$ cat src/lwf_pkg.sv
// Package for the LCD window fill sequencer: codes, byte constants and the
// state / item / result structs shared by the step logic and the top level.
// No dependencies.
`timescale 1ns / 1ps

package lwf_pkg;

    localparam logic [2:0] PH_IDLE   = 3'd0;
    localparam logic [2:0] PH_HEADER = 3'd1;
    localparam logic [2:0] PH_PIXELS = 3'd2;
    localparam logic [2:0] PH_FINAL  = 3'd3;

    localparam logic [7:0] CMD_COLUMN = 8'h2A;
    localparam logic [7:0] CMD_ROW    = 8'h2B;
    localparam logic [7:0] CMD_WRITE  = 8'h2C;

    localparam logic [15:0] DEFAULT_TIMEOUT = 16'd500;
    localparam logic [15:0] TICK_MAX        = 16'hFFFF;

    localparam logic       OP_STEP  = 1'b0;
    localparam logic       OP_START = 1'b1;
    localparam logic       STAT_OK      = 1'b0;
    localparam logic       STAT_TIMEOUT = 1'b1;

    // header byte positions
    localparam logic [3:0] HDR_CMD_COL = 4'd0;
    localparam logic [3:0] HDR_XS_HI   = 4'd1;
    localparam logic [3:0] HDR_XS_LO   = 4'd2;
    localparam logic [3:0] HDR_XE_HI   = 4'd3;
    localparam logic [3:0] HDR_XE_LO   = 4'd4;
    localparam logic [3:0] HDR_CMD_ROW = 4'd5;
    localparam logic [3:0] HDR_YS_HI   = 4'd6;
    localparam logic [3:0] HDR_YS_LO   = 4'd7;
    localparam logic [3:0] HDR_YE_HI   = 4'd8;
    localparam logic [3:0] HDR_YE_LO   = 4'd9;
    localparam logic [3:0] HDR_LAST    = 4'd10;

    typedef struct packed {
        logic [2:0]  phase;
        logic [3:0]  header_index;
        logic [15:0] column_count;
        logic [15:0] row_count;
        logic        low_half_next;
        logic [15:0] elapsed_ticks;
        logic [15:0] x_start;
        logic [15:0] x_end;
        logic [15:0] y_start;
        logic [15:0] y_end;
        logic [15:0] fill_color;
    } t_state;

    typedef struct packed {
        logic        operation;
        logic [15:0] x_start;
        logic [15:0] y_start;
        logic [15:0] x_end;
        logic [15:0] y_end;
        logic [15:0] color;
        logic        link_ready;
        logic        ms_tick;
    } t_item;

    typedef struct packed {
        logic       byte_valid;
        logic [7:0] byte_value;
        logic       is_data;
        logic       busy_res;
        logic       done_res;
        logic       status;
    } t_result;

endpackage

$ cat src/lwf_step.sv
// Next-state and result logic for one beat of the window fill sequencer.
// Purely combinational; depends on lwf_pkg.
`timescale 1ns / 1ps

module lwf_step import lwf_pkg::*; (
    input  t_state      i_state,
    input  t_item       i_item,
    input  logic [15:0] i_timeout,
    output t_state      o_state,
    output t_result     o_result
);

    t_state      n_st;
    t_result     res;
    logic [15:0] ticks;
    logic [15:0] wspan;
    logic [15:0] hspan;
    logic        empty_rect;

    assign wspan      = i_state.x_end - i_state.x_start;
    assign hspan      = i_state.y_end - i_state.y_start;
    assign empty_rect = (i_state.x_end < i_state.x_start) ||
                        (i_state.y_end < i_state.y_start);
    assign ticks      = (i_item.ms_tick && i_state.elapsed_ticks != TICK_MAX) ?
                        i_state.elapsed_ticks + 16'd1 : i_state.elapsed_ticks;

    always_comb begin
        n_st = i_state;
        res  = '0;
        if (i_state.phase == PH_IDLE) begin
            if (i_item.operation == OP_START) begin
                n_st.x_start       = i_item.x_start;
                n_st.x_end         = i_item.x_end;
                n_st.y_start       = i_item.y_start;
                n_st.y_end         = i_item.y_end;
                n_st.fill_color    = i_item.color;
                n_st.header_index  = '0;
                n_st.column_count  = '0;
                n_st.row_count     = '0;
                n_st.low_half_next = 1'b0;
                n_st.elapsed_ticks = '0;
                n_st.phase         = PH_HEADER;
            end
        end else begin
            n_st.elapsed_ticks = ticks;
            if (!i_item.link_ready) begin
                // not-ready beats are the only place a timeout can fire
                if (ticks >= i_timeout) begin
                    res.done_res = 1'b1;
                    res.status   = STAT_TIMEOUT;
                    n_st.phase   = PH_IDLE;
                end
            end else if (i_state.phase == PH_HEADER) begin
                res.byte_valid = 1'b1;
                res.is_data    = 1'b1;
                unique case (i_state.header_index)
                    HDR_CMD_COL: begin
                        res.byte_value = CMD_COLUMN;
                        res.is_data    = 1'b0;
                    end
                    HDR_XS_HI: res.byte_value = i_state.x_start[15:8];
                    HDR_XS_LO: res.byte_value = i_state.x_start[7:0];
                    HDR_XE_HI: res.byte_value = i_state.x_end[15:8];
                    HDR_XE_LO: res.byte_value = i_state.x_end[7:0];
                    HDR_CMD_ROW: begin
                        res.byte_value = CMD_ROW;
                        res.is_data    = 1'b0;
                    end
                    HDR_YS_HI: res.byte_value = i_state.y_start[15:8];
                    HDR_YS_LO: res.byte_value = i_state.y_start[7:0];
                    HDR_YE_HI: res.byte_value = i_state.y_end[15:8];
                    HDR_YE_LO: res.byte_value = i_state.y_end[7:0];
                    default: begin
                        res.byte_value = CMD_WRITE;
                        res.is_data    = 1'b0;
                    end
                endcase
                if (i_state.header_index >= HDR_LAST) begin
                    n_st.phase        = empty_rect ? PH_FINAL : PH_PIXELS;
                    n_st.header_index = '0;
                end else begin
                    n_st.header_index = i_state.header_index + 4'd1;
                end
            end else if (i_state.phase == PH_PIXELS) begin
                res.byte_valid = 1'b1;
                res.is_data    = 1'b1;
                if (!i_state.low_half_next) begin
                    res.byte_value     = i_state.fill_color[15:8];
                    n_st.low_half_next = 1'b1;
                end else begin
                    res.byte_value     = i_state.fill_color[7:0];
                    n_st.low_half_next = 1'b0;
                    if (i_state.row_count == hspan) begin
                        n_st.row_count = '0;
                        if (i_state.column_count == wspan) begin
                            n_st.phase = PH_FINAL;
                        end else begin
                            n_st.column_count = i_state.column_count + 16'd1;
                        end
                    end else begin
                        n_st.row_count = i_state.row_count + 16'd1;
                    end
                end
            end else begin
                res.done_res = 1'b1;
                res.status   = STAT_OK;
                n_st.phase   = PH_IDLE;
            end
        end
        res.busy_res = (n_st.phase != PH_IDLE);
    end

    assign o_state  = n_st;
    assign o_result = res;

endmodule

$ cat src/lcd_window_fill_sequencer.sv
// Top level of the LCD window fill sequencer: state and result registers,
// timeout register and handshakes. Depends on lwf_pkg and lwf_step.
//
//   channel  | direction | handshake                | beat payload
//   in       | input     | i_in_valid / o_in_stall  | operation, rectangle, color, link, tick
//   out      | output    | o_out_valid / i_out_stall| byte, tag, busy, done, status
//   cfg      | input     | i_cfg_valid / o_cfg_ready| timeout_ticks (16 bit)
//
// One input beat per clock while not stalled; each gives one result beat, registered.
// Throughput is set by the single output register: the input stalls only
// while that register holds a result and the output side stalls.
// Reset (synchronous, active low) clears the fill state and loads the
// timeout register with 500. The cfg port is always ready.
`timescale 1ns / 1ps

module lcd_window_fill_sequencer import lwf_pkg::*; (
    input  logic        i_clk,
    input  logic        i_rst_n,
    input  logic        i_in_valid,
    output logic        o_in_stall,
    input  logic        i_operation,
    input  logic [15:0] i_x_start,
    input  logic [15:0] i_y_start,
    input  logic [15:0] i_x_end,
    input  logic [15:0] i_y_end,
    input  logic [15:0] i_color,
    input  logic        i_link_ready,
    input  logic        i_ms_tick,
    output logic        o_out_valid,
    input  logic        i_out_stall,
    output logic        o_byte_valid,
    output logic [7:0]  o_byte_value,
    output logic        o_is_data,
    output logic        o_busy_res,
    output logic        o_done_res,
    output logic        o_status,
    input  logic        i_cfg_valid,
    output logic        o_cfg_ready,
    input  logic [15:0] i_cfg_data
);

    t_state      r_state;
    t_state      n_state;
    t_result     r_result;
    t_result     n_result;
    t_item       item;
    logic        r_out_valid;
    logic [15:0] r_timeout;
    logic        in_accept;

    assign item = '{operation:  i_operation,
                    x_start:    i_x_start,
                    y_start:    i_y_start,
                    x_end:      i_x_end,
                    y_end:      i_y_end,
                    color:      i_color,
                    link_ready: i_link_ready,
                    ms_tick:    i_ms_tick};

    assign o_in_stall = r_out_valid && i_out_stall;
    assign in_accept  = i_in_valid && !o_in_stall;
    assign o_cfg_ready = 1'b1;

    lwf_step u_step (
        .i_state  (r_state),
        .i_item   (item),
        .i_timeout(r_timeout),
        .o_state  (n_state),
        .o_result (n_result)
    );

    always_ff @(posedge i_clk) begin
        if (!i_rst_n) begin
            r_state     <= '0;
            r_out_valid <= 1'b0;
            r_timeout   <= DEFAULT_TIMEOUT;
        end else begin
            if (in_accept) begin
                r_state <= n_state;
            end
            if (in_accept) begin
                r_out_valid <= 1'b1;
            end else if (!i_out_stall) begin
                r_out_valid <= 1'b0;
            end
            if (i_cfg_valid && o_cfg_ready) begin
                r_timeout <= i_cfg_data;
            end
        end
    end

    // result payload, loaded with each accepted beat
    always_ff @(posedge i_clk) begin
        if (in_accept) begin
            r_result <= n_result;
        end
    end

    assign o_out_valid  = r_out_valid;
    assign o_byte_valid = r_result.byte_valid;
    assign o_byte_value = r_result.byte_value;
    assign o_is_data    = r_result.is_data;
    assign o_busy_res   = r_result.busy_res;
    assign o_done_res   = r_result.done_res;
    assign o_status     = r_result.status;

endmodule

$ cat config.mk
export PLATFORM = sky130hd
export DESIGN_NAME = lcd_window_fill_sequencer
export DESIGN_NICKNAME = d
export VERILOG_FILES = /design/src/lwf_pkg.sv /design/src/lwf_step.sv /design/src/lcd_window_fill_sequencer.sv
export SDC_FILE = /design/constraint.sdc
export NUM_CORES = 1
export LEC_CHECK = 0
export ABC_AREA = 1
export BUFFER_PORTS_ARGS = -buffer_cell sky130_fd_sc_hd__buf_2
export CAP_MARGIN = 30
export CORE_MARGIN = 2
export CORE_UTILIZATION = 45
export CTS_BUF_LIST = sky130_fd_sc_hd__clkbuf_2
export DETAILED_ROUTE_END_ITERATION = 16
export PLACE_DENSITY = 0.63
export SLEW_MARGIN = 20
export SYNTH_ARGS = -nofsm -noshare
export SYNTH_HDL_FRONTEND = slang
export SYNTH_HIERARCHICAL = 1
export SYNTH_SLANG_ARGS = --single-unit
$ cat constraint.sdc
create_clock -name i_clk -period 6.7 [get_ports i_clk]
set_clock_uncertainty 0.15 [all_clocks]
set_input_delay 0 -clock i_clk [delete_from_list [all_inputs] [get_ports i_clk]]
set_output_delay 0 -clock i_clk [all_outputs]
set_load 0.02 [all_outputs]
### Word-level counts from Yosys, hierarchy flattened

Index checks and enable logic that the tools add are counted.

| storage, ports and cells | value |
|---|---|
| register bits | 166 |
| input port bits | 104 |
| memories kept | 0 |
| memory bits (writable) | 0 |
| output and inout bits | 16 |
| bits in latches | 0 |
| ROM bits | 0 |

| cells by class | value |
|---|---|
| bitwise logic cells | 1 |
| shift operators | 0 |
| add/sub/neg operators | 6 |
| reductions and logical operators | 21 |
| equality and inequality tests | 18 |
| order comparisons | 4 |
| mux-type cells | 33 |
| multiply operators | 0 |
| div/mod/pow operators | 0 |

Operators by type and width:

| cell | number |
|---|---|
| $mux W136 | 1 |
| $pmux W8 S10 | 1 |
| $mux W33 | 2 |
| $mux W16 | 4 |
| $mux W56 | 1 |
| $add A16 B1 Y16 const B | 3 |
| $mux W37 | 1 |
| $eq A16 B16 Y1 | 2 |
| $lt A16 B16 Y1 | 2 |
| $mux W32 | 1 |
| $sub A16 B16 Y16 | 2 |
| $mux W3 | 8 |
| $mux W10 | 2 |
| $eq A4 B3 Y1 const B | 4 |
| $ge A16 B16 Y1 | 1 |
| $ne A16 B16 Y1 const B | 1 |
| $reduce_bool A2 Y1 | 5 |
| $eq A4 B2 Y1 const B | 2 |
| $eq A4 B4 Y1 const B | 2 |
| $mux W2 | 4 |
| $mux W4 | 2 |
| $mux W8 | 1 |
| $reduce_and A8 Y1 | 1 |
| $reduce_or A8 Y1 | 1 |
| other kinds (21) | 29 |

### Depth between registers and ports, before layout

| logic depth | value |
|---|---|
| depth in word-level cells | 10 |
| gate-level depth with buffers | 27 |
| depth with buffers taken out | 27 |

### Hierarchy

The synthesis kept the hierarchy.

Modules (own cells, without submodules):

| module | area each (um^2) | instances | cells each | sequential area each (um^2) |
|---|---|---|---|---|
| lcd_window_fill_sequencer | 7166.9 | 1 | 981 | 3453.3 |
| lwf_step | 6558.8 | 1 | 1283 | 0.0 |

### Worst setup path after synthesis

No wires, ideal clock.

| timing path | value |
|---|---|
| path type | register to register |
| start point | register r_state[80] (netlist bit) |
| end point | register r_result, in the netlist o_busy_res (data pin) |
| setup slack | 3424 ps |
| arrival time | 2857 ps |
| buffers on the path | 0 |
| library setup time | 268 ps |
| required time | 6282 ps |
| cell stages (with the launch flop) | 24 |
| period minus slack after synthesis | 3276 ps |
| cell sequence | dfxtp_1 ha_1 nand3_1 nor3_1 nand3_1 nand2_2 nor3_2 nand2_1 nor2_1 nand2_1 nor2_1 inv_1 nor3_2 xor2_1 ha_1 nand2_1 inv_1 nand3_1 nor3_1 nand3_1 nand4_1 o221ai_1 nor2_1 nand4_1 |

RTL lines:

| element | line | text |
|---|---|---|
| start, declared | lcd_window_fill_sequencer.sv:42 | `t_state r_state;` |
| start signal, assigned | lcd_window_fill_sequencer.sv:79 | `r_state <= n_state;` |
| end signal, assigned | lcd_window_fill_sequencer.sv:95 | `r_result <= n_result;` |
| end, declared | lcd_window_fill_sequencer.sv:44 | `t_result r_result;` |

### Worst setup path after layout

| timing path | value |
|---|---|
| start point | register r_state[135] (netlist bit) |
| end point | register r_state[13] (netlist bit) |

| between the ends | value |
|---|---|
| cells in the longest elaborated chain, start to end | 2 |

RTL lines:

| element | line | text |
|---|---|---|
| $logic_not A3 Y1 | lwf_step.sv:30 | `if (i_state.phase == PH_IDLE) begin` |
| $reduce_and A3 Y1 (no source line) | - |  |

Every way passes these cells.
A chain may end at the register's enable or synchronous reset.

==> metrics.md <==
| Metric | Value |
|---|---|
| Crit path top cell by count | dlygate4sd3_1 |
| Met3 Track Usage GR | 0.04966 |
| Port Buffers | 118 |
| # DRC | 0 |
| Pre-Repair DR Iteration Count | 6 |
| Global routing usage on met2 | 0.5080 |
| Vias/cell | 5.228 |
| Hold Path Class | primary input to register |
| Least-Margin Pin Slew | 0.9316 ns |
| Tot Pwr | 3.037 mW |
| Pins Over Slew Limit | 0 |
| Peak supply drop | 0.1055 mV |
| CTS tree | yes |
| FFs w/ async S/R, synth | 0 |
| Dpl hpwl | 29340 um |
| Syn_nets | 2425 |
| Syn Std Cell Area | 13730 sq um |
| Via count | 16.07k |
| WHS | 0.1299 ns |
| Largest net degree at the start of global routing | 166 |
| Num ports | 120 |
| Vert. Die Dim | 178.6 um |
| Setup violators final | 0 |
| Die area | 31910 sq um |
| CP startpoint | r_state[135] |
| Leakage Power | 8.512 nW |
| Clock Tree Buf Depth | 2 |
| RR Endpoint | r_state[13] |
| Ys Warns | 6 |
| Wire length of the first global-routing pass | 76280 um |
| GRT Resource Usage Total | 0.3029 |
| Slowest-stage cell, CP | dlygate4sd3_1 |
| Crit path DAT | 6.81 ns |
| Maximum clock frequency | 0.1622 GHz |
| Global Route met1 Usage | 0.3826 |
| Most used DFF post-synth | dfxtp_1 |
| Synthesized instance count | 2264 |
| Setup crit end kind | register |
| Max-Slew Margin vs Limit | 0.3789 |
| EDFF count, synth | 13 |
| Final WS setup | 0.5342 ns |
| Dpl cell area | 14200 sq um |
| Synth cell types | 54 |
| Crit Path Max Fanout | 31 |
| Fin crit period | 6.166 ns |
| R2r setup slk | 0.53 ns |
| Critical R2R Launch | r_state[135] |
| Global placement routability congestion | 0.9381 |
| # H-tree levels | 4 |
| Outcome | complete, no violations |
| Die X | 178.6 um |
| Effective utilization at floorplan | 0.4594 |
| Crit path to | r_state[13] |
| Clock insertion delay at the later pin of the skew report | 0.84 ns |
| Register area share after synthesis | 0.2516 |
| Gr busiest metal | met2 |
| Power Density | 167.4 nW/um^2 |
| Vias in the first global route | 14.97k |
| Post-route cell area | 18140 sq um |
| Routed WL per cell | 15.67 um |
| CTS clk-pin slew, worst paths | 0.25 ns |
| Reg2reg path depth | 17 |
| Grt total ovfl | 0 |
| Initial DRC Count | 1370 |
| Setup TNS | 0 ns |
| Yosys reg bits | 166 |
| Antenna-violating nets left | 0 |
| Delay-heaviest family, CP | buffers and inverters |
| RSZ-0062 raised after global routing | no |
| Synthesized area per cell | 6.063 sq um |
| Number of gates resized after cts | 0 |
| CP cell instances | nor2_1 -> inv_1 -> nor2_1 -> clkinv_1 -> buf_4 -> nor2_4 -> nand2_1 -> dlygate4sd3_1 -> o21ai_0 -> dlygate4sd3_1 -> inv_1 -> nand3_1 -> dlygate4sd3_1 -> nand2_1 -> dlygate4sd3_1 -> nor2_1 -> dlygate4sd3_1 |
| Max Cap Viol | 0 |
| Initial antenna violation count | 3 |
| Buf+Inv Stages, Crit Path | 9 |
| Tcrit/Tclk final | 0.9203 |
| Row count | 63 |
| Critical path class | register to register |
| Fin nets | 2830 |
| CTS sink cnt | 166 |
| Final hold vios | 0 |
| Inserted Clock Buffers | 17 |
| Required @ worst endpoint | 7.34 ns |
| Crit start category | register |
| Crit path depth | 17 |
| Post-place setup slack | 2.967 ns |
| Area Overhead vs Synth | 32.15% |
| Max incr delay on CP | 0.66 ns |
| Root Buffer | clkbuf_2 |
| Share of layout cells above drive strength 1 | 0.08762 |
| Core area | 29870 sq um |
| WL final | 48160 um |
==> worst min path at each step <==
stage,slack [ns],from,depth (start not counted),to
after floorplan,-0.02,i_cfg_data[2],2,r_timeout[2]
after global placement,0.06,i_cfg_data[6],3,r_timeout[6]
after detailed placement,0.07,i_cfg_data[7],3,r_timeout[7]
after CTS,0.001,i_x_start[1],8,r_state[65]
after global routing,0.06,i_link_ready,5,o_status
final,0.13,i_x_start[1],8,r_state[65]
==> registers in the layout (all words and copies together) (netlist names) <==
name          flops
o_busy_res        1
o_byte_valid      1
o_byte_value      8
o_done_res        1
o_is_data         1
o_out_valid       1
o_status          1
r_state         136
r_timeout        16
==> Yosys cell counts (all sizes together), types with 4 or more instances <==
master,instances,area (sq um)
a21oi,179,907.1
a221oi,13,113.9
buf,82,604.3
clkbuf,30,122.6
dfxtp,153,3063
edfxtp,13,390.4
ha,55,688.2
inv,397,1490
nand2,572,2207
nand3,231,1194
nand3b,4,30.03
nand4,21,137.6
nor2,250,1003
nor3,26,171.4
nor4,6,37.54
o211ai,9,67.56
o21ai,111,559.3
o22ai,35,281.5
xnor2,16,140.1
xor2,37,324.1
==> final cells by class <==
type	instances	area [sq um]
Timing Repair Buffer	498	4436
Sequential cell	166	3453
Clock inverter	12	90.09
Clock buffer	20	100.1
Fill cell	2689	11740
Multi-Input combinational cell	1587	8069
Tap cell	390	488.0
Inverter	399	1498
Antenna cell	2	5.005
==> metrics by stage <==
step,std cells,utilization
finish,3074,0.6072
global route,3074,0.6072
global placement,2669,0.4746
floorplan,2264,-
CTS,3069,0.6048
detailed placement,2670,0.4755
==> cells by family (layout without fill, tap and decap cells) <==
family / count (synthesis) / in the layout / share of synthesized area
xor gates and xnor gates: 53 / 53 / 0.03382
DFF: 166 / 166 / 0.2516
adders and majority gates: 57 / 57 / 0.05305
and+or+nand+nor: 1117 / 1117 / 0.3516
buffers and inverters: 511 / 929 / 0.1621
AOI/OAI and AO/OA: 359 / 359 / 0.1476
other: 1 / 3 / 0.0002732
==> routing by layer <==
metal,vias up,wire (um)
met5,-,13
met4,2,1942
met2,603,22220
li1,7981,-
met3,135,3138
met1,7350,20840
==> worst min-delay path, cell delays in order <==
cell and delay (ns):
dlygate4sd3_1 0.56, buf_2 0.12, nand2_1 0.08, o21ai_0 0.10, inv_1 0.04, nand3_1 0.07, nand2_1 0.05, nor2_1 0.07
==> power breakdown <==
part           internal, mW  switching (mW)
Clock                 0.131           0.385
Combinational         0.569           0.782
Sequential             1.08          0.0878
==> what timing repair did <==
item	4_1_cts	5_1_grt
hold buffers	367	1
setup buffers	0	0
endpoints found under the hold margin	156	6
==> layout by cell type, fill, tap and decap left out, drive strengths merged, types with 13 or more instances in the layout <==
cell type,netlist,routed
nand2,572,572
inv,397,397
edfxtp,13,13
nand4,21,21
ha,55,55
a221oi,13,13
xnor2,16,16
o22ai,35,35
o21ai,111,111
dfxtp,153,153
nor3,26,26
clkbuf,30,21
dlygate4sd3,0,368
buf,82,129
nor2,250,250
nand3,231,231
xor2,37,37
a21oi,179,179
Note: power is estimated with default switching activity, not from simulation.
